===== config.mk =====
export PLATFORM = sky130hd
export DESIGN_NAME = axis_endstop_calibration_sequencer
export DESIGN_NICKNAME = d
export VERILOG_FILES = /design/src/aecs_pkg.sv /design/src/aecs_step.sv /design/src/axis_endstop_calibration_sequencer.sv
export SDC_FILE = /design/constraint.sdc
export NUM_CORES = 1
export LEC_CHECK = 0
export BUFFER_PORTS_ARGS = -buffer_cell sky130_fd_sc_hd__buf_2
export CAP_MARGIN = 20
export CORE_ASPECT_RATIO = 2
export CORE_MARGIN = 4
export CORE_UTILIZATION = 39
export DETAILED_ROUTE_END_ITERATION = 6
export GPL_ROUTABILITY_DRIVEN = 0
export PLACE_DENSITY = 0.63
export SLEW_MARGIN = 5
export SYNTH_ARGS = -nofsm -noshare
export SYNTH_HDL_FRONTEND = slang
export SYNTH_SLANG_ARGS = --single-unit

===== constraint.sdc =====
create_clock -name clk -period 3.8 [get_ports clk]
set_input_delay 0.57 -clock clk [delete_from_list [all_inputs] [get_ports clk]]
set_output_delay 0.57 -clock clk [all_outputs]
set_load 0.1 [all_outputs]

===== src/aecs_pkg.sv =====
// ----------------------------------------------------------------------------
// aecs_pkg
// Shared types and constants of the axis endstop calibration sequencer.
// ----------------------------------------------------------------------------
`default_nettype none

package aecs_pkg;

	localparam int unsigned PHASE_TIMEOUT_MS   = 60000;
	localparam int unsigned SEEK_DISTANCE      = 500000000;
	localparam int unsigned SLOW_FACTOR        = 5;
	localparam int unsigned SLOW_SEEK_RETREATS = 4;
	localparam int unsigned DEFAULT_RETREAT    = 1000;

	localparam int unsigned NUM_AXES     = 3;
	localparam int unsigned SPEED_W      = 27;
	localparam int unsigned SLOW_PROD_W  = 24 + 5;

	localparam logic [SPEED_W-1:0] SPEED_MAX = {SPEED_W{1'b1}};

	typedef enum logic [3:0] {
		PH_IDLE          = 4'd0,
		PH_SEEK_MIN_FAST = 4'd1,
		PH_RETREAT_MIN   = 4'd2,
		PH_SEEK_MIN_SLOW = 4'd3,
		PH_SEEK_MAX_FAST = 4'd4,
		PH_RETREAT_MAX   = 4'd5,
		PH_SEEK_MAX_SLOW = 4'd6,
		PH_PARK          = 4'd7,
		PH_DONE          = 4'd8,
		PH_FAILED        = 4'd9
	} phase_t;

	typedef enum logic [2:0] {
		CMD_START = 3'd0,
		CMD_ABORT = 3'd1,
		CMD_EDGE  = 3'd2,
		CMD_IDLE  = 3'd3,
		CMD_TICK  = 3'd4
	} cmd_t;

	typedef enum logic [2:0] {
		ACT_NONE          = 3'd0,
		ACT_MOVE_REL      = 3'd1,
		ACT_MOVE_ABS      = 3'd2,
		ACT_FORCE_STOP    = 3'd3,
		ACT_STOP_ZERO     = 3'd4,
		ACT_RESTORE_SPEED = 3'd5,
		ACT_STOP_RESTORE  = 3'd6
	} act_t;

	localparam logic [1:0] AXIS_INVALID = 2'd3;

	typedef struct packed {
		logic [2:0]         command;
		logic [1:0]         axis;
		logic signed [31:0] park_position;
		logic [23:0]        retreat_distance;
		logic [23:0]        base_speed_us;
		logic [3:0]         pin;
		logic               switch_released;
		logic signed [31:0] position;
		logic               homing_busy;
	} item_t;

	typedef struct packed {
		phase_t             phase;
		logic [1:0]         cal_axis;
		logic signed [31:0] park_target;
		logic [23:0]        retreat_len;
		logic signed [31:0] span;
		logic               move_sent;
		logic [16:0]        elapsed_ms;
		logic [23:0]        saved_speed;
	} state_t;

	typedef struct packed {
		act_t               action;
		logic signed [31:0] move_distance;
		logic               set_speed;
		logic [SPEED_W-1:0] speed_interval;
		logic [1:0]         target_axis;
		phase_t             phase;
		logic               phase_changed;
		logic signed [31:0] span;
		logic               busy_res;
	} result_t;

	function automatic logic is_calibrating(phase_t p);
		return (p >= PH_SEEK_MIN_FAST) && (p <= PH_PARK);
	endfunction

endpackage

`default_nettype wire


===== src/aecs_step.sv =====
// ----------------------------------------------------------------------------
// aecs_step
// Next-state and command logic for one event of the calibration sequence.
// ----------------------------------------------------------------------------
`default_nettype none

module aecs_step
	import aecs_pkg::*;
#(
	parameter int unsigned TIMEOUT_MS  = PHASE_TIMEOUT_MS,
	parameter int unsigned SEEK_STEPS  = SEEK_DISTANCE,
	parameter int unsigned SLOW_MUL    = SLOW_FACTOR,
	parameter int unsigned RETREAT_MUL = SLOW_SEEK_RETREATS
)
(
	input  wire item_t                 item,
	input  wire state_t                st,
	input  wire logic [NUM_AXES-1:0][3:0] switch_pins,
	output state_t                     nxt,
	output result_t                    res
);

	logic [SLOW_PROD_W-1:0] slow_prod;
	logic [SPEED_W-1:0]     slow_speed;
	logic [31:0]            bound;
	logic [31:0]            seek_dist;
	logic [SPEED_W-1:0]     base_speed;
	logic                   edge_hit;
	logic [1:0]             edge_axis;
	logic                   changed;
	logic                   cal;

	assign slow_prod  = SLOW_PROD_W'(st.saved_speed) * SLOW_PROD_W'(SLOW_MUL);
	assign slow_speed = (slow_prod > SLOW_PROD_W'(SPEED_MAX)) ? SPEED_MAX :
		slow_prod[SPEED_W-1:0];
	assign bound      = 32'(st.retreat_len) * 32'(RETREAT_MUL);
	assign seek_dist  = 32'(SEEK_STEPS);
	assign base_speed = SPEED_W'(st.saved_speed);
	assign cal        = is_calibrating(st.phase);

	always_comb begin
		edge_hit  = 1'b0;
		edge_axis = 2'd0;
		for (int i = 0; i < NUM_AXES; i++) begin
			if (switch_pins[i] == item.pin) begin
				edge_hit  = 1'b1;
				edge_axis = 2'(i);
			end
		end
	end

	always_comb begin
		nxt                = st;
		changed            = 1'b0;
		res.action         = ACT_NONE;
		res.move_distance  = '0;
		res.set_speed      = 1'b0;
		res.speed_interval = '0;

		case (item.command)
			CMD_START: begin
				if (item.axis != AXIS_INVALID && !cal && !item.homing_busy) begin
					nxt.cal_axis      = item.axis;
					nxt.park_target   = item.park_position;
					nxt.retreat_len   = (item.retreat_distance == '0) ?
						24'(DEFAULT_RETREAT) : item.retreat_distance;
					nxt.span          = '0;
					nxt.saved_speed   = item.base_speed_us;
					nxt.phase         = PH_SEEK_MIN_FAST;
					changed           = 1'b1;
				end
			end
			CMD_ABORT: begin
				if (cal) begin
					res.action         = ACT_STOP_RESTORE;
					res.set_speed      = 1'b1;
					res.speed_interval = base_speed;
					nxt.phase          = PH_FAILED;
					changed            = 1'b1;
				end
			end
			CMD_EDGE: begin
				if (!item.switch_released && edge_hit && edge_axis == st.cal_axis &&
					st.move_sent) begin
					case (st.phase)
						PH_SEEK_MIN_FAST: begin
							res.action = ACT_FORCE_STOP;
							nxt.phase  = PH_RETREAT_MIN;
							changed    = 1'b1;
						end
						PH_SEEK_MIN_SLOW: begin
							res.action = ACT_STOP_ZERO;
							nxt.phase  = PH_SEEK_MAX_FAST;
							changed    = 1'b1;
						end
						PH_SEEK_MAX_FAST: begin
							res.action = ACT_FORCE_STOP;
							nxt.phase  = PH_RETREAT_MAX;
							changed    = 1'b1;
						end
						PH_SEEK_MAX_SLOW: begin
							res.action = ACT_FORCE_STOP;
							nxt.span   = item.position;
							nxt.phase  = PH_PARK;
							changed    = 1'b1;
						end
						default: begin
						end
					endcase
				end
			end
			CMD_IDLE: begin
				if (cal && !st.move_sent) begin
					nxt.move_sent = 1'b1;
					res.action    = ACT_MOVE_REL;
					case (st.phase)
						PH_SEEK_MIN_FAST: begin
							res.move_distance  = 32'd0 - seek_dist;
							res.set_speed      = 1'b1;
							res.speed_interval = base_speed;
						end
						PH_RETREAT_MIN: begin
							res.move_distance = 32'(st.retreat_len);
						end
						PH_SEEK_MIN_SLOW: begin
							res.move_distance  = 32'd0 - bound;
							res.set_speed      = 1'b1;
							res.speed_interval = slow_speed;
						end
						PH_SEEK_MAX_FAST: begin
							res.move_distance  = seek_dist;
							res.set_speed      = 1'b1;
							res.speed_interval = base_speed;
						end
						PH_RETREAT_MAX: begin
							res.move_distance = 32'd0 - 32'(st.retreat_len);
						end
						PH_SEEK_MAX_SLOW: begin
							res.move_distance  = bound;
							res.set_speed      = 1'b1;
							res.speed_interval = slow_speed;
						end
						default: begin
							res.action         = ACT_MOVE_ABS;
							res.move_distance  = st.park_target;
							res.set_speed      = 1'b1;
							res.speed_interval = base_speed;
						end
					endcase
				end else if (cal) begin
					case (st.phase)
						PH_RETREAT_MIN: begin
							nxt.phase = PH_SEEK_MIN_SLOW;
							changed   = 1'b1;
						end
						PH_RETREAT_MAX: begin
							nxt.phase = PH_SEEK_MAX_SLOW;
							changed   = 1'b1;
						end
						PH_PARK: begin
							res.action         = ACT_RESTORE_SPEED;
							res.set_speed      = 1'b1;
							res.speed_interval = base_speed;
							nxt.phase          = PH_DONE;
							changed            = 1'b1;
						end
						PH_SEEK_MIN_SLOW, PH_SEEK_MAX_SLOW: begin
							res.action         = ACT_STOP_RESTORE;
							res.set_speed      = 1'b1;
							res.speed_interval = base_speed;
							nxt.phase          = PH_FAILED;
							changed            = 1'b1;
						end
						default: begin
						end
					endcase
				end
			end
			CMD_TICK: begin
				if (cal) begin
					if (st.elapsed_ms >= 17'(TIMEOUT_MS)) begin
						res.action         = ACT_STOP_RESTORE;
						res.set_speed      = 1'b1;
						res.speed_interval = base_speed;
						nxt.phase          = PH_FAILED;
						changed            = 1'b1;
					end else begin
						nxt.elapsed_ms = st.elapsed_ms + 17'd1;
					end
				end
			end
			default: begin
			end
		endcase

		if (changed) begin
			nxt.move_sent  = 1'b0;
			nxt.elapsed_ms = '0;
		end

		res.target_axis   = nxt.cal_axis;
		res.phase         = nxt.phase;
		res.phase_changed = changed;
		res.span          = nxt.span;
		res.busy_res      = is_calibrating(nxt.phase);
	end

endmodule

`default_nettype wire


===== src/axis_endstop_calibration_sequencer.sv =====
// ----------------------------------------------------------------------------
// axis_endstop_calibration_sequencer
// Runs the endstop calibration sequence of one stepper axis, one command per event.
// ----------------------------------------------------------------------------
// Channel   Direction  Handshake            Contents
// in        sink       in_valid/in_ready    one event request
// out       source     out_valid/out_ready  stepper command and phase report
// cfg       sink       cfg_valid/cfg_ready  endstop pin of one axis
//
// An event request is registered, evaluated against the sequencer state and its
// result is registered at the output when the output is free or being read. One
// request is accepted every cycle while the output advances. A stalled output holds
// the evaluation stage, and the input stalls only once that stage is full. Reset
// clears the state and all endstop pins.
// ----------------------------------------------------------------------------
`default_nettype none

module axis_endstop_calibration_sequencer
	import aecs_pkg::*;
#(
	parameter int unsigned TIMEOUT_MS  = PHASE_TIMEOUT_MS,
	parameter int unsigned SEEK_STEPS  = SEEK_DISTANCE,
	parameter int unsigned SLOW_MUL    = SLOW_FACTOR,
	parameter int unsigned RETREAT_MUL = SLOW_SEEK_RETREATS
)
(
	input  wire                      clk,
	input  wire                      arst_n,
	input  wire                      in_valid,
	output logic                     in_ready,
	input  wire logic [2:0]          command,
	input  wire logic [1:0]          axis,
	input  wire logic signed [31:0]  park_position,
	input  wire logic [23:0]         retreat_distance,
	input  wire logic [23:0]         base_speed_us,
	input  wire logic [3:0]          pin,
	input  wire logic                switch_released,
	input  wire logic signed [31:0]  position,
	input  wire logic                homing_busy,
	output logic                     out_valid,
	input  wire                      out_ready,
	output logic [2:0]               action,
	output logic signed [31:0]       move_distance,
	output logic                     set_speed,
	output logic [SPEED_W-1:0]       speed_interval,
	output logic [1:0]               target_axis,
	output logic [3:0]               phase,
	output logic                     phase_changed,
	output logic signed [31:0]       span,
	output logic                     busy_res,
	input  wire                      cfg_valid,
	output logic                     cfg_ready,
	input  wire logic [1:0]          cfg_index,
	input  wire logic [3:0]          cfg_data
);

	logic                     valid_s1;
	item_t                    item_s1;
	state_t                   state_q;
	state_t                   state_nxt;
	result_t                  res_nxt;
	result_t                  res_q;
	logic                     out_valid_q;
	logic                     advance;
	logic [NUM_AXES-1:0][3:0] pins_q;

	assign advance   = valid_s1 && (!out_valid_q || out_ready);
	assign in_ready  = !valid_s1 || advance;
	assign cfg_ready = 1'b1;

	always_ff @(posedge clk or negedge arst_n) begin
		if (!arst_n) begin
			valid_s1 <= 1'b0;
		end else if (in_ready) begin
			valid_s1 <= in_valid;
		end
	end

	always_ff @(posedge clk) begin
		if (in_valid && in_ready) begin
			item_s1.command          <= command;
			item_s1.axis             <= axis;
			item_s1.park_position    <= park_position;
			item_s1.retreat_distance <= retreat_distance;
			item_s1.base_speed_us    <= base_speed_us;
			item_s1.pin              <= pin;
			item_s1.switch_released  <= switch_released;
			item_s1.position         <= position;
			item_s1.homing_busy      <= homing_busy;
		end
	end

	always_ff @(posedge clk or negedge arst_n) begin
		if (!arst_n) begin
			pins_q <= '0;
		end else if (cfg_valid && cfg_index < 2'(NUM_AXES)) begin
			pins_q[cfg_index] <= cfg_data;
		end
	end

	aecs_step #(
		.TIMEOUT_MS  (TIMEOUT_MS),
		.SEEK_STEPS  (SEEK_STEPS),
		.SLOW_MUL    (SLOW_MUL),
		.RETREAT_MUL (RETREAT_MUL)
	) u_step (
		.item        (item_s1),
		.st          (state_q),
		.switch_pins (pins_q),
		.nxt         (state_nxt),
		.res         (res_nxt)
	);

	always_ff @(posedge clk or negedge arst_n) begin
		if (!arst_n) begin
			state_q     <= '0;
			out_valid_q <= 1'b0;
		end else begin
			if (advance) begin
				state_q     <= state_nxt;
				out_valid_q <= 1'b1;
			end else if (out_ready) begin
				out_valid_q <= 1'b0;
			end
		end
	end

	always_ff @(posedge clk) begin
		if (advance) begin
			res_q <= res_nxt;
		end
	end

	assign out_valid      = out_valid_q;
	assign action         = res_q.action;
	assign move_distance  = res_q.move_distance;
	assign set_speed      = res_q.set_speed;
	assign speed_interval = res_q.speed_interval;
	assign target_axis    = res_q.target_axis;
	assign phase          = res_q.phase;
	assign phase_changed  = res_q.phase_changed;
	assign span           = res_q.span;
	assign busy_res       = res_q.busy_res;

endmodule

`default_nettype wire


==> flow_summary.ini <==
[critical_path]
max_stage_delay_ns = 0.43
cp_cell_sequence = ha_1 > ha_1 > a2111o_1 > a21oi_1 > nor3_1 > o31ai_1 > o2111ai_1 > a311oi_1 > or3_1 > a21oi_1
crit_type = flip-flop to flip-flop
r2r_cells = 10
arrival_ns = 3.68
cp-end-kind = flip-flop
cp_max_fo = 5
crit_path_start_kind = flip-flop
crit_required_ns = 4.06
critPathSlowestCell = a2111o_1
reg2reg_slack_ns = 0.38

[placement]
hpwl_mm = 33.20
port_buffers = 238
placed_cell_area_sq_mm = 0.01912

[power_and_ir_drop]
power_density_mw_per_mm2 = 622.4
p_total_w = 0.01270
ir_worst_vdd_uv = 422.0
leakagePower_nw = 8.618

[route]
drt_first_pass_iters = 5
wire_per_inst_um = 20.82
drc = 0
routed_wl_mm = 46.72
routed_via_density = 5.459
vias = 12250
drt-initial-drc-count = 624
ant_nets = 0

[synthesis]
ys_seq_area_share_pct = 61.37
yosys_warnings = 0
synthFlopType = edfxtp_1
synth-edff-count = 226
synth_cell_types = 76
synth_seq_cells = 376
postSynthCellCount = 1425
mappedNetlistArea_sq_mm = 0.01717
synth_nets = 1607
avgSynthCellArea_sq_um = 12.05
synth-async-reset-ratio_pct = 39.89

[global_routing]
antenna_found_initial = 2
grt_max_degree = 108
grt_usage_pct = 19.42
grt_pass1_wl_mm = 72.46
grt_pass1_vias = 13000
grt_overflow = 0

[job]
maxCapViolCount = 0

[clocking]
cts_resized = 0
htreeDepth = 2
cts_setup_buffers = 0
clk_pin_slew_ns = 0.06
clk_path_buf_depth = 3
clk_latency_ns = 0.54
postCtsHoldBufs = 1
cts_made_buffers = 37
cts_tree = built
clock-root-buffer = clkbuf_16
clkSinkCount = 376

[timing]
skew_ns = 0.02263
max_clock_freq_mhz = 292.5
setup_tns_ns = 0
final_hold_viol_count = 0
rsz0062_at_grt = false
slew_viol_final = 0
worst_slew_pin_slew_ns = 0.8423
period_share_pct = 89.96
setup_viol = 0
slew_headroom_pct = 43.84
fin_crit_ns = 3.418

[die]
die_h_um = 304.8
num_rows = 108
dieArea_sq_mm = 0.04766
coreArea_sq_mm = 0.04351
io_pins = 240
die_w_um = 156.4
initial_core_util_pct = 39.47

[cells_and_area]
multiInputGateArea_sq_mm = 0.006171
design_area_sq_mm = 0.02040
ff_latch_area_sq_mm = 0.01054
fillers = 4005
drive_gt1_share_pct = 25.75
final_nets = 1846
area.growth.synth_to_final_pct = 18.81

[outcome]
status = finished, final reports clean

[hold_path]
min_path_cells = 1
hold_class = primary input to flip-flop
==> per-layer routing <==
metal | share of wire (%) | up-vias | global-route usage, %
met2 | 56 | 410 | 37.45
met4 | 5.2 | 2 | 9.192
li1 | - | 5721 | -
met3 | 5.2 | 127 | 2.783
met5 | 0.034 | - | 0
met1 | 34 | 5989 | 19.96
==> cells in the final DEF, fill, tap and decap left out, types with 6 or more instances in the layout <==
master,netlist,layout
buf_2,20,237
edfxtp_1,226,226
nand2_1,171,171
dfrtp_1,150,149
o21ai_0,91,91
mux2_2,81,81
nor2_1,81,79
a21oi_1,72,72
nand3_1,47,47
ha_1,47,47
clkbuf_16,0,42
inv_1,42,41
a22o_1,41,41
buf_4,1,32
xor2_1,30,30
xnor2_1,30,30
o22ai_1,18,18
nand2b_1,16,16
nor3_1,15,14
nor4_1,15,14
a221oi_1,14,14
or3_1,12,12
nor2b_1,11,11
clkbuf_1,49,9
a31oi_1,8,8
a21o_1,8,8
o21a_1,7,7
nand4_1,6,6
nand3b_1,6,6
and2_1,7,6
buf_12,0,6
==> path summary, 6_finish.rpt <==
| check | from | endpoint |
|---|---|---|
| max in group asynchronous | arst_n | state_q[41] |
| setup / recovery | state_q[5] | speed_interval[24] |
| hold reg to reg | item_s1[96] | state_q[108] |
| min in group asynchronous | arst_n | state_q[90] |
| hold / removal | position[12] | item_s1[13] |
| setup reg to reg | state_q[5] | speed_interval[24] |
==> logic make-up after synthesis <==
| logic type | after synthesis | synth area share (%) |
|---|---|---|
| compound gates | 321 | 12.38 |
| xor+xnor | 60 | 3.060 |
| fa+ha+maj | 48 | 3.541 |
| buf+inv | 120 | 2.834 |
| flops | 376 | 61.37 |
| mux | 84 | 5.486 |
| other cells | 1 | 0.02184 |
| simple gates | 415 | 11.31 |
==> Yosys cell counts, types with 30 or more instances <==
master	number	area share (%)
edfxtp_1	226	40
nand2_1	171	3.7
dfrtp_1	150	22
o21ai_0	91	2.7
mux2_2	81	5.3
nor2_1	81	1.8
a21oi_1	72	2.1
clkbuf_1	49	1.1
ha_1	47	3.4
nand3_1	47	1.4
inv_1	42	0.92
a22o_1	41	2.1
xnor2_1	30	1.5
xor2_1	30	1.5
==> sequential cells by signal, summed over array words and instances, names as in the netlist, 2 cells and up <==
register / cells
action: 3
item_s1: 123
move_distance: 32
phase: 4
pins_q: 12
span: 32
speed_interval: 27
state_q: 136
target_axis: 2
==> stage by stage <==
stage,hold slack (ns),util (%),setup slack (ns),std cells
floorplan,0.2744,-,0.2244,1425
global placement,0.4442,43.94,0.4490,2173
detailed placement,0.4466,43.94,0.4042,2173
CTS,0.1732,46.83,0.3777,2242
global route,0.1820,46.89,0.2186,2243
finish,0.2057,46.89,0.3817,2244
==> where the power goes <==
group / internal (W) / switching, W / leakage [nW]
Clock: 0.00215 / 0.00161 / 0.601
Sequential: 0.00493 / 0.000521 / 4.17
Combinational: 0.00118 / 0.00230 / 3.85
Total: 0.00827 / 0.00443 / 8.62
==> cell type report <==
cell class,instances,area share [%]
diodes,1,0.01226
clock buffers,54,5.519
flip-flops and latches,376,51.66
multi-input cells,929,30.24
well taps,550,3.373
inverters,42,0.7910
clock inverters,14,0.5825
repair buffers,278,7.818
==> worst max-delay path: cells and delay by family, from the launching register on <==
family                     cells  cell delay [ns]
adders and majority gates      2             0.67
DFF                            1             0.41
AOI/OAI and AO/OA              6             1.77
and+or+nand+nor                2             0.30
(Power assumes the default switching activity.)
